==> src/rtl/core/nlms_predictor_bank_exp_aggregation_core_assert.svh <==
// ---------------------------------------------------------------------------
// NLMS predictor bank assertion macros
// Concurrent assertion wrappers shared by the RTL files of the core. They
// compile to nothing when SYNTHESIS is defined.
// ---------------------------------------------------------------------------
`ifndef NLMS_PREDICTOR_BANK_EXP_AGGREGATION_CORE_ASSERT_SVH
`define NLMS_PREDICTOR_BANK_EXP_AGGREGATION_CORE_ASSERT_SVH

`ifndef SYNTHESIS
// Same-cycle implication.
`define NPBEA_ASSERT_IMP(lbl, clk, rst, pre, post) \
  lbl: assert property (@(posedge clk) disable iff (rst) (pre) |-> (post)) \
    else $error("assertion failed");
// Next-cycle implication.
`define NPBEA_ASSERT_NXT(lbl, clk, rst, pre, post) \
  lbl: assert property (@(posedge clk) disable iff (rst) (pre) |=> (post)) \
    else $error("assertion failed");
`else
`define NPBEA_ASSERT_IMP(lbl, clk, rst, pre, post)
`define NPBEA_ASSERT_NXT(lbl, clk, rst, pre, post)
`endif

`endif

==> src/rtl/core/npbea_pkg.sv <==
// ---------------------------------------------------------------------------
// NLMS predictor bank package
// Shared widths, configuration indexes, sequencer states, divider interface
// types and the coefficient set of the exp approximation.
// ---------------------------------------------------------------------------
package npbea_pkg;

  // Shared multiplier operand and product widths.
  localparam int MUL_AW = 44;
  localparam int MUL_BW = 18;
  localparam int MUL_PW = 62;

  // Shared divider widths: numerator, denominator, quotient, step counter.
  localparam int DIV_NW = 62;
  localparam int DIV_DW = 48;
  localparam int DIV_QW = 36;
  localparam int DIV_CW = 6;

  // Highest coefficient index of the 2^-u Horner polynomial, evaluated from there down.
  localparam logic [2:0] EXP_TOP = 3'd6;

  // Configuration register indexes.
  localparam logic [2:0] CFG_LOSS_STRATEGY = 3'd0;
  localparam logic [2:0] CFG_LEARNING_RATE = 3'd1;
  localparam logic [2:0] CFG_STEP_SIZE_0   = 3'd2;
  localparam logic [2:0] CFG_STEP_SIZE_1   = 3'd3;
  localparam logic [2:0] CFG_STEP_SIZE_2   = 3'd4;
  localparam logic [2:0] CFG_STEP_SIZE_3   = 3'd5;

  typedef enum logic [4:0] {
    ST_IDLE,
    ST_LOSS_A,
    ST_LOSS_B,
    ST_MIN,
    ST_EXP_Z,
    ST_EXP_H,
    ST_EXP_W,
    ST_WDIV,
    ST_F_ACC,
    ST_F_MUS,
    ST_F_MUE,
    ST_F_DIV,
    ST_F_UPD,
    ST_SHIFT,
    ST_P_ACC,
    ST_P_AGG,
    ST_DONE
  } state_t;

  typedef struct packed {
    logic              start;
    logic [DIV_NW-1:0] num;
    logic [DIV_DW-1:0] den;
  } div_req_t;

  typedef struct packed {
    logic              busy;
    logic              done;
    logic [DIV_QW-1:0] quot;
  } div_rsp_t;

  // Q30 coefficients of the alternating Horner polynomial for 2^-u.
  function automatic logic [30:0] exp_coef(input logic [2:0] n);
    logic [30:0] c;
    case (n)
      3'd0:    c = 31'd1073741824;
      3'd1:    c = 31'd744261118;
      3'd2:    c = 31'd257941248;
      3'd3:    c = 31'd59597083;
      3'd4:    c = 31'd10327388;
      3'd5:    c = 31'd1431680;
      3'd6:    c = 31'd165394;
      default: c = '0;
    endcase
    return c;
  endfunction

endpackage

==> src/rtl/core/npbea_mul.sv <==
// ---------------------------------------------------------------------------
// NLMS predictor bank shared multiplier
// Signed multiplier with a registered product, reused for every product of
// the sequencer.
// ---------------------------------------------------------------------------
module npbea_mul (
  input  logic                                clk,
  input  logic signed [npbea_pkg::MUL_AW-1:0] a,
  input  logic signed [npbea_pkg::MUL_BW-1:0] b,
  output logic signed [npbea_pkg::MUL_PW-1:0] p
);
  import npbea_pkg::*;

  // The product is available in the cycle after the operands.
  always_ff @(posedge clk) begin
    p <= MUL_PW'(a * b);
  end

endmodule

==> config.mk <==
export PLATFORM = sky130hd
export DESIGN_NAME = npbea_mul
export DESIGN_NICKNAME = d
export VERILOG_FILES = /design/src/rtl/core/nlms_predictor_bank_exp_aggregation_core_assert.svh /design/src/rtl/core/npbea_pkg.sv /design/src/rtl/core/npbea_mul.sv
export SDC_FILE = /design/constraint.sdc
export NUM_CORES = 2
export LEC_CHECK = 0
export BUFFER_PORTS_ARGS = -buffer_cell sky130_fd_sc_hd__clkbuf_2
export CORE_ASPECT_RATIO = 1.75
export CORE_MARGIN = 10
export CORE_UTILIZATION = 30
export DETAILED_ROUTE_END_ITERATION = 16
export RECOVER_POWER = 50
export SYNTH_ARGS = -nofsm -noshare
export SYNTH_HDL_FRONTEND = slang
export SYNTH_SLANG_ARGS = --single-unit
==> constraint.sdc <==
create_clock -name clk -period 10.14 [get_ports clk]
set_input_delay 0.507 -clock clk [delete_from_list [all_inputs] [get_ports clk]]
set_output_delay 0.507 -clock clk [all_outputs]
set_load 0.005 [all_outputs]
Word level (Yosys, flattened, before mapping)

Cells that the tools add are included.
Widths: inputs -> output; s select.

Multipliers: 1

Operators with widths:

| kind           | count |
|---|---|
| $mul 44x18->62 | 1 |

Bits in registers: 62
Bits of input ports: 63
Output and inout bits: 62
Logic and storage cells: 2

Depth between registers and ports, before layout

Depth after elaboration: 1
Gate-level depth with buffers: 26
Mapped depth without buffers: 23

Worst setup path before layout

Ideal clock, no wire load.

Path kind: input to register
Start point: input a[17] in the netlist's numbering
End point: register p[46] in the netlist's numbering
Setup time: 0.072 ns
Data arrival time: 6.399 ns
Required time: 10.068 ns
Setup slack: 3.669 ns
Stages on the path: 23
Path buffers: 3
Cells stage by stage: clkbuf_1 > clkbuf_1 > nand2_1 > fa_1 > inv_1 > fa_1 > inv_1 > fa_1 > fa_1 > fa_1 > fa_1 > inv_1 > ha_1 > clkbuf_1 > a21oi_2 > o221a_2 > nor3_1 > or3b_4 > o31a_4 > a21oi_4 > o221ai_2 > a311oi_2 > xnor2_1

Word-level cells in the longest chain between the ends: 1

Ends and longest elaborated chain:

| what                 | RTL line        | text |
|---|---|---|
| start, declared      | npbea_mul.sv:8  | `input logic signed [npbea_pkg::MUL_AW-1:0] a,` |
| $mul 44x18->62       | npbea_mul.sv:16 | `p <= MUL_PW'(a * b);` |
| end signal, assigned | npbea_mul.sv:16 |  |
| end, declared        | npbea_mul.sv:10 | `output logic signed [npbea_pkg::MUL_PW-1:0] p` |

Every way passes these cells.

Final worst setup path

Start point: input b[0] in the netlist's numbering
End point: register p[61] in the netlist's numbering

Word-level cells in the longest chain between the ends: 1

Ends and longest elaborated chain:

| what            | RTL line        | text |
|---|---|---|
| start, declared | npbea_mul.sv:9  | `input logic signed [npbea_pkg::MUL_BW-1:0] b,` |
| $mul 44x18->62  | npbea_mul.sv:16 |  |

Every way passes these cells.

==> metrics.cfg <==
[routing]
initialDrtViolationCount = 888
num_vias = 20843
dr.pass1.iters = 5
antenna_left = 0
wl_per_cell_um = 19.4
drc = 0
drt-vias-per-instance = 4.76
drt_wl_total_um = 84900

[yosys]
async_flop_share_pct = 0
synth.area.top_cells = fa_1 53%, inv_1 12%, nand2_1 7.9%
synth_top_cell_area_share_pct = 53.4
synth_seq_area_share_pct = 4.44
syn_area_um2 = 27900
synth-seq-cells = 62
ys_warn_count = 0
synth_cell_types = 57
syn_nets = 4145
ys.flop_type = dfxtp_1
syn_inst = 3192
avgSynthCellArea_um2 = 8.75
synth-edff-count = 0
yosysTopAreaCell = fa_1

[timing]
fin_crit_sh_pct = 83.5
worstMarginPinSlew_ns = 1.63
maxSlewViolCount = 29
whs_ns = 0.620
period_needed_ns = 8.47
max_freq_mhz = 118
hold_viol_final = 0
setup_tns_ns = 0
setup_viol = 0
fin_ws_ns = 1.67
slew_headroom_pct = -8.61
grt_setup_unrepaired = false

[outcome]
failed_checks = max-capacitance violations, max-slew violations
status = complete, but fails checks

[cells_and_area]
area_delta_synth_final_pct = 6.44
drive_above_1_share_pct = 3.84
top_register = p
largest_reg_flops = 62
top_regs = p: 62 flops
layout_common_cells = 870 x inv_1, 745 x fa_1, 587 x nand2_1
final_cells = 4377
fillers = 9719
final_common_cell = inv_1
nNetsFinal = 4124

[setup_path]
crit_arrival_ns = 8.78
slowest_delay_ns = 1.14
worstPathCellList = clkbuf_1 -> buf_4 -> nand2_1 -> fa_1 -> fa_1 -> inv_1 -> ha_1 -> inv_1 -> fa_1 -> inv_1 -> fa_1 -> inv_1 -> fa_1 -> inv_1 -> ha_1 -> a21o_1 -> a31oi_1 -> o211ai_1 -> a21oi_1 -> o21ai_0 -> a41oi_1 -> o21ai_0 -> a31oi_1 -> xnor2_1
timing.critical_path.slowest_stage_cell = clkbuf_1
path_max_fanout = 28
cp_top_family = adder cells
required_ns = 10.45
path_class = primary input to register
path_buf_inv = 7
start_kind = primary input
worst_setup_path_end_kind = register

[grt]
grt_overflow_total = 0
grt_max_degree = 33
grt_pass1_vias = 24151
grt_pass1_wl_um = 135000
grt_usage_pct = 16.4
antenna_found_initial = 8

[die]
rows = 148
start_util_pct = 30.1
core_um2 = 92800
ioPinCount = 125
fp.dieH_um = 424
die_w_um = 251
die-area_um2 = 106000

[placed_design]
port_buffers = 124
globalplace.congestion = 0.908
dp_cells = 4360
place_worst_setup_slack_ns = 1.84
hpwl_um = 71600

[clock_network]
ctsHoldBuffers = 0
cts_setup_buffers = 0
clock-sinks = 62
ctsLongestPathBuffers = 2
cts_tree = yes
htreeDepth = 3
ctsResizeCount = 0
clock-root-buffer = clkbuf_16
clk_pin_slew_ns = 0.07
cts-buffers-inserted = 9

[flow_run]
cap_violations = 1

[hold_path]
hold_path.class = primary input to register

==> cells by family after synthesis <==
| kind of cell | after synthesis | share of synthesized area, % |
|---|---|---|
| fa+ha+maj | 890 | 59.9 |
| simple gates | 934 | 15.0 |
| compound gates | 191 | 4.43 |
| xor+xnor | 62 | 1.94 |
| flops | 62 | 4.44 |
| buf+inv | 1053 | 14.3 |
==> layer usage <==
layer / part of all wire [%] / GRT usage (%)
met1: 33 / 16.0
met2: 56 / 32.2
met3: 4.4 / 2.27
met4: 6.1 / 9.29
met5: 0.072 / 0
==> cells in the mapped netlist, types with 2 or more instances <==
cell type  number
a211oi_1        4
a211oi_2        2
a21boi_0        3
a21o_1         21
a21oi_1        66
a21oi_2         2
a311oi_1        3
a31o_2          3
a31oi_1        11
and2_1        215
and3_1          4
and4_1          2
buf_1           3
buf_6           2
clkbuf_1      173
dfxtp_1        62
fa_1          745
ha_1          145
inv_1         870
nand2_1       587
nand2b_1       14
nand3_1         7
nand4_1        16
nor2_1         70
nor2b_1         6
nor3_1          5
nor4_1          3
o211ai_1        5
o21a_1          3
o21ai_0        34
o21ai_1         2
o21bai_1       13
o31a_1          2
o31ai_1         5
or3_1           2
xnor2_1        44
xor2_1         18
==> tightest hold or removal path, stage by stage <==
cell      delay [ns]
clkbuf_2        0.07
buf_4           0.24
and2_1          0.15
==> final timing paths <==
kind,start,to,slack [ns],depth (start not counted)
hold / removal,a[0],p[0]$_DFF_P_,0.62,3
setup / recovery,b[0],p[61]$_DFF_P_,1.67,24
==> stage by stage <==
stage          instance area [um^2]  util, %
4_1_cts                       29800     32.1
2_1_floorplan                 27900        -
3_3_place_gp                  29500     31.8
6_report                      29700     32.0
3_5_place_dp                  29500     31.8
5_1_grt                       29700     32.0
==> layout make-up <==
class	count	area (um^2)	area share (%)
tap	1200	1500	5.05
sequential	62	1240	4.17
inverter	871	3270	11.0
clock inverter	4	22.5	0.0757
antenna	1	2.50	0.00842
clock buffer	12	246	0.829
timing repair buffer	150	742	2.50
multi-input combinational	2077	22700	76.4
Power is left out: the tool's default activity adds up to more than one toggle a clock period on the data nets, which glitch-free logic cannot reach.
