--- src/rtl/core/nlms_predictor_bank_exp_aggregation_core_assert.svh ---
// ---------------------------------------------------------------------------
// NLMS predictor bank assertion macros
// Concurrent assertion wrappers shared by the RTL files of the core. They
// compile to nothing when SYNTHESIS is defined.
// ---------------------------------------------------------------------------
`ifndef NLMS_PREDICTOR_BANK_EXP_AGGREGATION_CORE_ASSERT_SVH
`define NLMS_PREDICTOR_BANK_EXP_AGGREGATION_CORE_ASSERT_SVH

`ifndef SYNTHESIS
// Same-cycle implication.
`define NPBEA_ASSERT_IMP(lbl, clk, rst, pre, post) \
  lbl: assert property (@(posedge clk) disable iff (rst) (pre) |-> (post)) \
    else $error("assertion failed");
// Next-cycle implication.
`define NPBEA_ASSERT_NXT(lbl, clk, rst, pre, post) \
  lbl: assert property (@(posedge clk) disable iff (rst) (pre) |=> (post)) \
    else $error("assertion failed");
`else
`define NPBEA_ASSERT_IMP(lbl, clk, rst, pre, post)
`define NPBEA_ASSERT_NXT(lbl, clk, rst, pre, post)
`endif

`endif

--- src/rtl/core/npbea_pkg.sv ---
// ---------------------------------------------------------------------------
// NLMS predictor bank package
// Shared widths, configuration indexes, sequencer states, divider interface
// types and the coefficient set of the exp approximation.
// ---------------------------------------------------------------------------
package npbea_pkg;

  // Shared multiplier operand and product widths.
  localparam int MUL_AW = 44;
  localparam int MUL_BW = 18;
  localparam int MUL_PW = 62;

  // Shared divider widths: numerator, denominator, quotient, step counter.
  localparam int DIV_NW = 62;
  localparam int DIV_DW = 48;
  localparam int DIV_QW = 36;
  localparam int DIV_CW = 6;

  // Highest coefficient index of the 2^-u Horner polynomial, evaluated from there down.
  localparam logic [2:0] EXP_TOP = 3'd6;

  // Configuration register indexes.
  localparam logic [2:0] CFG_LOSS_STRATEGY = 3'd0;
  localparam logic [2:0] CFG_LEARNING_RATE = 3'd1;
  localparam logic [2:0] CFG_STEP_SIZE_0   = 3'd2;
  localparam logic [2:0] CFG_STEP_SIZE_1   = 3'd3;
  localparam logic [2:0] CFG_STEP_SIZE_2   = 3'd4;
  localparam logic [2:0] CFG_STEP_SIZE_3   = 3'd5;

  typedef enum logic [4:0] {
    ST_IDLE,
    ST_LOSS_A,
    ST_LOSS_B,
    ST_MIN,
    ST_EXP_Z,
    ST_EXP_H,
    ST_EXP_W,
    ST_WDIV,
    ST_F_ACC,
    ST_F_MUS,
    ST_F_MUE,
    ST_F_DIV,
    ST_F_UPD,
    ST_SHIFT,
    ST_P_ACC,
    ST_P_AGG,
    ST_DONE
  } state_t;

  typedef struct packed {
    logic              start;
    logic [DIV_NW-1:0] num;
    logic [DIV_DW-1:0] den;
  } div_req_t;

  typedef struct packed {
    logic              busy;
    logic              done;
    logic [DIV_QW-1:0] quot;
  } div_rsp_t;

  // Q30 coefficients of the alternating Horner polynomial for 2^-u.
  function automatic logic [30:0] exp_coef(input logic [2:0] n);
    logic [30:0] c;
    case (n)
      3'd0:    c = 31'd1073741824;
      3'd1:    c = 31'd744261118;
      3'd2:    c = 31'd257941248;
      3'd3:    c = 31'd59597083;
      3'd4:    c = 31'd10327388;
      3'd5:    c = 31'd1431680;
      3'd6:    c = 31'd165394;
      default: c = '0;
    endcase
    return c;
  endfunction

endpackage

--- src/rtl/core/npbea_div.sv ---
// ---------------------------------------------------------------------------
// NLMS predictor bank shared divider
// Unsigned restoring divider, one quotient bit per cycle. The numerator must
// be below the denominator times two to the quotient width.
// ---------------------------------------------------------------------------
`include "nlms_predictor_bank_exp_aggregation_core_assert.svh"

module npbea_div (
  input  logic                clk,
  input  logic                rst,
  input  npbea_pkg::div_req_t req,
  output npbea_pkg::div_rsp_t rsp
);
  import npbea_pkg::*;

  localparam int RW = DIV_DW + 1;

  logic [RW-1:0]     rem;
  logic [DIV_QW-1:0] nlo;
  logic [DIV_QW-1:0] quo;
  logic [DIV_DW-1:0] den;
  logic [DIV_CW-1:0] cnt;
  logic              busy;
  logic              done;
  logic [RW-1:0]     trial;
  logic              fits;

  // Trial subtraction of the denominator from the shifted remainder.
  assign trial = {rem[DIV_DW-1:0], nlo[DIV_QW-1]};
  assign fits  = trial >= {1'b0, den};

  // Control: busy for one step per quotient bit, then a done pulse.
  always_ff @(posedge clk) begin
    if (rst) begin
      busy <= 1'b0;
      done <= 1'b0;
      cnt  <= '0;
    end else begin
      done <= 1'b0;
      if (req.start) begin
        busy <= 1'b1;
        cnt  <= '0;
      end else if (busy) begin
        cnt <= cnt + 1'b1;
        if (cnt == DIV_CW'(DIV_QW - 1)) begin
          busy <= 1'b0;
          done <= 1'b1;
        end
      end
    end
  end

  // Remainder and quotient registers.
  always_ff @(posedge clk) begin
    if (req.start) begin
      rem <= RW'(req.num[DIV_NW-1:DIV_QW]);
      nlo <= req.num[DIV_QW-1:0];
      den <= req.den;
      quo <= '0;
    end else if (busy) begin
      rem <= fits ? (trial - {1'b0, den}) : trial;
      nlo <= {nlo[DIV_QW-2:0], 1'b0};
      quo <= {quo[DIV_QW-2:0], fits};
    end
  end

  assign rsp = '{busy: busy, done: done, quot: quo};

  `NPBEA_ASSERT_IMP(a_start_idle, clk, rst, req.start, !busy)
  `NPBEA_ASSERT_NXT(a_start_busy, clk, rst, req.start, busy)
  `NPBEA_ASSERT_IMP(a_done_idle, clk, rst, done, !busy)

endmodule

--- config.mk ---
export PLATFORM = sky130hd
export DESIGN_NAME = npbea_div
export DESIGN_NICKNAME = d
export VERILOG_FILES = /design/src/rtl/core/npbea_pkg.sv /design/src/rtl/core/npbea_div.sv
export VERILOG_INCLUDE_DIRS = /design/src /design/src/rtl/core
export SDC_FILE = /design/constraint.sdc
export NUM_CORES = 1
export LEC_CHECK = 0
export ABC_AREA = 0
export BUFFER_PORTS_ARGS = -buffer_cell sky130_fd_sc_hd__buf_2
export CORE_ASPECT_RATIO = 0.5
export CORE_UTILIZATION = 52
export DETAILED_ROUTE_END_ITERATION = 12
export MAX_ROUTING_LAYER = met4
export PLACE_DENSITY_LB_ADDON = 0.25
export SYNTH_ARGS = -nofsm -noshare
export SYNTH_HDL_FRONTEND = slang
export SYNTH_SLANG_ARGS = --single-unit
--- constraint.sdc ---
create_clock -name clk -period 3.1 [get_ports clk]
set_clock_uncertainty 0.15 [all_clocks]
set_input_delay 0.155 -clock clk [delete_from_list [all_inputs] [get_ports clk]]
set_output_delay 0.155 -clock clk [all_outputs]
set_load 0.03 [all_outputs]
### Yosys cells after proc, flatten, opt, wreduce, memory -nomap -nowiden

Cells that the tools add are included.

| word-level totals | value |
|---|---|
| input bits | 113 |
| flip-flop bits (word level) | 176 |
| word-level logic and storage cells | 25 |
| output and inout bits | 38 |

| cells by class | value |
|---|---|
| eq/ne operators | 1 |
| bitwise operators | 1 |
| multiplexer cells | 9 |
| reductions and logical operators | 3 |
| magnitude comparators | 1 |
| $add $sub $neg | 2 |

Operators with widths:

| kind | number |
|---|---|
| $mux W36 | 2 |
| $mux W26 | 2 |
| $ge A49 B48 Y1 | 1 |
| $mux W48 | 1 |
| $sub A48 B48 Y48 | 1 |
| $add A6 B1 Y6 const B | 1 |
| $eq A6 B6 Y1 const B | 1 |
| $mux W1 | 4 |
| $reduce_or A3 Y1 | 1 |
| $reduce_bool A2 Y1 | 1 |
| $reduce_or A2 Y1 | 1 |
| $not A1 Y1 | 1 |

### Longest topological paths before layout

| depth | value |
|---|---|
| depth in word-level cells | 4 |
| mapped depth | 16 |
| mapped depth without buffers | 13 |

### Worst setup path after synthesis

Ideal clock, no wire load.

| timing | value |
|---|---|
| path type | flip-flop to flip-flop |
| start point | register nlo[35] |
| end point | register rem[44] |
| arrival | 2.808 ns |
| stages on the path, launching flop included | 14 |
| clock period less this slack | 3.032 ns |
| setup slack | 0.068 ns |
| path through | edfxtp_1 > inv_1 > ha_1 > inv_1 > fa_1 > a21oi_1 > o21ai_0 > a21boi_1 > a311oi_1 > o211ai_1 > nand2_1 > a211oi_1 > mux2_2 > o21ai_0 |

| between the ends | value |
|---|---|
| word-level cells in the longest chain between the ends | 2 |
| elaborated cells on any way between the ends | 3 |
| classes of those cells | add/sub (1); order compare (1); mux (1) |

RTL lines:

| element | line | text |
|---|---|---|
| start: declaration | npbea_div.sv:19 | `logic [DIV_QW-1:0] nlo;` |
| start signal: assignment | npbea_div.sv:57 | `nlo <= req.num[DIV_QW-1:0];` |
| start signal: assignment | npbea_div.sv:62 | `nlo <= {nlo[DIV_QW-2:0], 1'b0};` |
| $sub A48 B48 Y48 or $ge A49 B48 Y1 (tied branches) | npbea_div.sv:61, npbea_div.sv:30 |  |
| $mux W48 * | npbea_div.sv:61 | `rem <= fits ? (trial - {1'b0, den}) : trial;` |
| end signal: assignment | npbea_div.sv:56 | `rem <= RW'(req.num[DIV_NW-1:DIV_QW]);` |
| end signal: assignment | npbea_div.sv:61 |  |
| end: declaration | npbea_div.sv:18 | `logic [RW-1:0] rem;` |

Every way passes the cells marked *; elsewhere a longest branch is shown, timed or not.
A chain may end at the register's enable or synchronous reset.

### Worst setup path in the final report

| timing | value |
|---|---|
| start point | register rem[7] |
| end point | register rem[21] (data pin) |

| between the ends | value |
|---|---|
| word-level cells in the longest chain between the ends | 4 |
| elaborated cells on any way between the ends | 5 |
| classes of those cells | add/sub (1); order compare (1); mux (3) |

RTL lines:

| element | line | text |
|---|---|---|
| $sub A48 B48 Y48 or $ge A49 B48 Y1 (tied branches) | npbea_div.sv:61, npbea_div.sv:30 |  |
| $mux W48 * | npbea_div.sv:61 |  |
| $mux W26 * | npbea_div.sv:60 | `end else if (busy) begin` |
| $mux W26 * | npbea_div.sv:55 | `if (req.start) begin` |

Every way passes the cells marked *; elsewhere a longest branch is shown, timed or not. The select of a mux whose other input is x is not followed.

==> run summary <==
Number of ports placed on the die boundary = 151
WHS Endpoint = den[11]
Flip-flop and latch area = 4630 µm²
Number of buffers on the longest clock path = 2
Reported leakage power = 5.94 nW
Worst-margin pin slew = 673 ps
Final Core Density = 74.4%
Met2 wire len = 12500 µm
Buffer cell driving the clock tree root = sky130_fd_sc_hd__clkbuf_16
DR iter-0 viols = 536
Count of flip-flops with a built-in enable after synthesis = 110
Via count of the first global-routing pass = 8353
Input/output buffers = 150
Wire length of the first global-routing pass = 41000 µm
Final Setup Violations = 27
Biggest fanout along the worst timing path = 6
Required time reported for the critical path endpoint = 3150 ps
Total routing resource utilization after global routing = 27.4%
Number of iterations in the first detailed-routing pass = 6
Hold Path Class = input pin to flip-flop
Hold_sp = req[11]
Path depth of the worst reg2reg path = 12
Number of max-capacitance violations reported = 0
Outcome = finished, violations left
Power per cell area = 553 nW/µm²
Number of sinks driven by the clock tree = 176
Yosys top cell area share = 33.4%
Vias = 8590
Slowest cell on crit path = sky130_fd_sc_hd__edfxtp_1
Unrepaired setup endpoints after global routing = true
Sum of net half-perimeters after detailed placement = 16500 µm
Count of fill cells added during filler insertion = 1293
# DRC = 0
Peak supply drop = 0.403 mV
Highest clock frequency the design can meet = 309 MHz
Height of the die = 99.5 µm
Min Tclk post-route = 3240 ps
Core Region = 18500 µm²
Internal Power = 0.00514 W
Share of power burned in combinational logic = 33.8%
Crit. End Element = flip-flop
Share of layout cells above drive strength 1 = 32.0%
Reg2Reg Setup Slack = -140 ps
Die width = 197 µm
Sequential share of power = 37.3%
Cells taking the most area after synthesis = sky130_fd_sc_hd__edfxtp_1, sky130_fd_sc_hd__dfxtp_1, sky130_fd_sc_hd__ha_1
Post-Synthesis Net Count = 1145
Arrival @ worst endpoint = 3280 ps
Crit Reg-Reg Endpoint = rem[21]
Clock latency reported for the late side of the worst-skew pair = 460 ps
Count of standard-cell rows = 35
Summed area of non-filler cells in the final layout = 13800 µm²
Number of antenna violations at the first check in global routing = 2
Startpoint Class = flip-flop
Top flip-flop cell by instance count after synthesis = sky130_fd_sc_hd__edfxtp_1
Count leader, synth = sky130_fd_sc_hd__edfxtp_1
Starting Density = 53.5%
Area of the multi-input gates = 5210 µm²
Instance count along the most critical hold path = 2
Share of flip-flops with an asynchronous set or reset after synthesis = 0%
Final number of hold-violating endpoints = 0
Synthesized flop and latch total = 176
Non-filler instance count after layout = 1576
Share of total power consumed by net switching = 32.4%
RePlAce Congestion = 0.966
Number of distinct standard cells referenced by the synthesized netlist = 62
Instance area at placement = 11300 µm²
Area growth from synthesis to layout = 39.2%
Avg Cell Area, Syn = 10.1 µm²
Clock-pin slew reported for the worst setup and hold paths after clock tree synthesis = 80 ps
Final Total Pwr = 0.00760 W
Share of the yosys chip area belonging to registers = 46.8%
Violations in the final reports = negative setup slack
Net switching component of the power = 0.00246 W
Critical path's largest stage delay = 460 ps
Synthesized netlist cell count = 982
Slew margin rel. = 55.1%
Critical R2R Launch = rem[7]
Final Max Slew Viols = 0
CTS Buf Count = 17
CTS H-tree depth = 4
Critical path cell sequence = ha_4, and4_4, nand4_1, a21o_1, a41oi_2, o31ai_4, o21ai_2, a31o_4, buf_12, clkbuf_16, a21oi_1, mux2_2
Critical path buffer and inverter count = 2
Average detailed-routed wire length per instance = 17.2 µm
Cell class contributing the biggest share of worst-path delay = compound AO/OA/AOI/OAI gates
Drt via density = 5.45
Synth cell count leaders = sky130_fd_sc_hd__edfxtp_1, sky130_fd_sc_hd__nor2_1, sky130_fd_sc_hd__a21oi_1
Post-route clock period utilization = 104%
Path type of the worst setup path = flip-flop to flip-flop
Top Layer Used = met4
Number of nets at the end of the flow = 1465
Routed wire length = 27100 µm
Antenna Nets Post-Route = 0
Routed length on met1 = 12500 µm
Relative contribution of the clock network to total power = 29.0%
Full die area = 19600 µm²
Combined area of all synthesized cells = 9880 µm²
GRT Residual Overflow = 0
TritonCTS clock tree = built
Final Worst Setup Slack = -139 ps
Placed cells = 1405
Synth area leader = sky130_fd_sc_hd__edfxtp_1
Maximum number of pins on one net before global-route repair = 63
Yosys Warn Count = 0
Met3 wirelength from detailed routing = 1460 µm
[registers in the layout, summed over array words and instances, names as in the netlist]
register	cells
done	1
cnt	6
busy	1
quo	36
den	48
rem	48
nlo	36
[repair_timing]
item	4_1_cts	5_1_grt
gates cloned	1	4
hold buffers	112	0
buffers inserted	9	11
endpoints found under the hold margin	134	0
pin swaps	12	32
gates resized for setup	35	83
setup endpoints to repair	48	49
[layer usage]
| metal | vias up | global-route usage (%) |
|---|---|---|
| met4 | 0 | 7.75 |
| met3 | 56 | 4.88 |
| met2 | 288 | 42.9 |
| met5 | - | - |
| li1 | 4168 | - |
| met1 | 4078 | 36.7 |
[through the flow]
stage | TNS, ps | setup slack (ps) | hold slack [ps]
global placement | -1210 | -102 | 166
CTS | -996 | -88.3 | 242
floorplan | 0 | 68.1 | 77.4
finish | -2330 | -139 | 251
global route | -4590 | -166 | 257
detailed placement | -3980 | -237 | 183
[worst max path at each step]
stage / to / cells past startpoint / from
after floorplan: rem[44] / 13 / nlo[35]
after global placement: rem[32] / 14 / nlo[35]
after detailed placement: rem[32] / 14 / nlo[35]
after CTS: rem[11] / 12 / rem[3]
after global routing: rem[10] / 12 / rem[3]
final: rem[21] / 12 / rem[7]
[power groups by stage]
stage,Sequential [W],Combinational (W),Clock (W)
final,0.00283,0.00257,0.00220
after global routing,0.00285,0.00274,0.00233
after CTS,0.00282,0.00224,0.00222
after detailed placement,0.00286,0.00197,0
after global placement,0.00285,0.00194,0
after floorplan,0.00283,0.00137,0
[cell families after synthesis]
group / count (synthesis) / share of synthesized area [%]
compound gates: 222 / 14.2
buf+inv: 121 / 5.23
fa+ha+maj: 50 / 6.41
xor+xnor: 43 / 3.81
mux: 109 / 11.7
flops: 176 / 46.8
simple gates: 261 / 11.9
[layout by cell type (no fill, tap or decap), drive strengths merged, types with 23 or more instances in the layout]
cell type,count
mux2,53
clkbuf,23
inv,72
nor2,109
edfxtp,110
mux2i,56
ha,49
dlygate4sd3,112
a21oi,88
o21ai,44
a21o,26
buf,245
nand2,69
dfxtp,66
[final cells by class]
cell class | count | area share (%)
Multi-Input combinational cell | 685 | 37.9
Sequential cell | 176 | 33.6
Timing Repair Buffer | 360 | 20.1
Clock buffer | 20 | 3.56
Tap cell | 259 | 2.36
Inverter | 62 | 1.69
Clock inverter | 12 | 0.746
Antenna cell | 2 | 0.0364
Power figures use the tool's default switching activity.
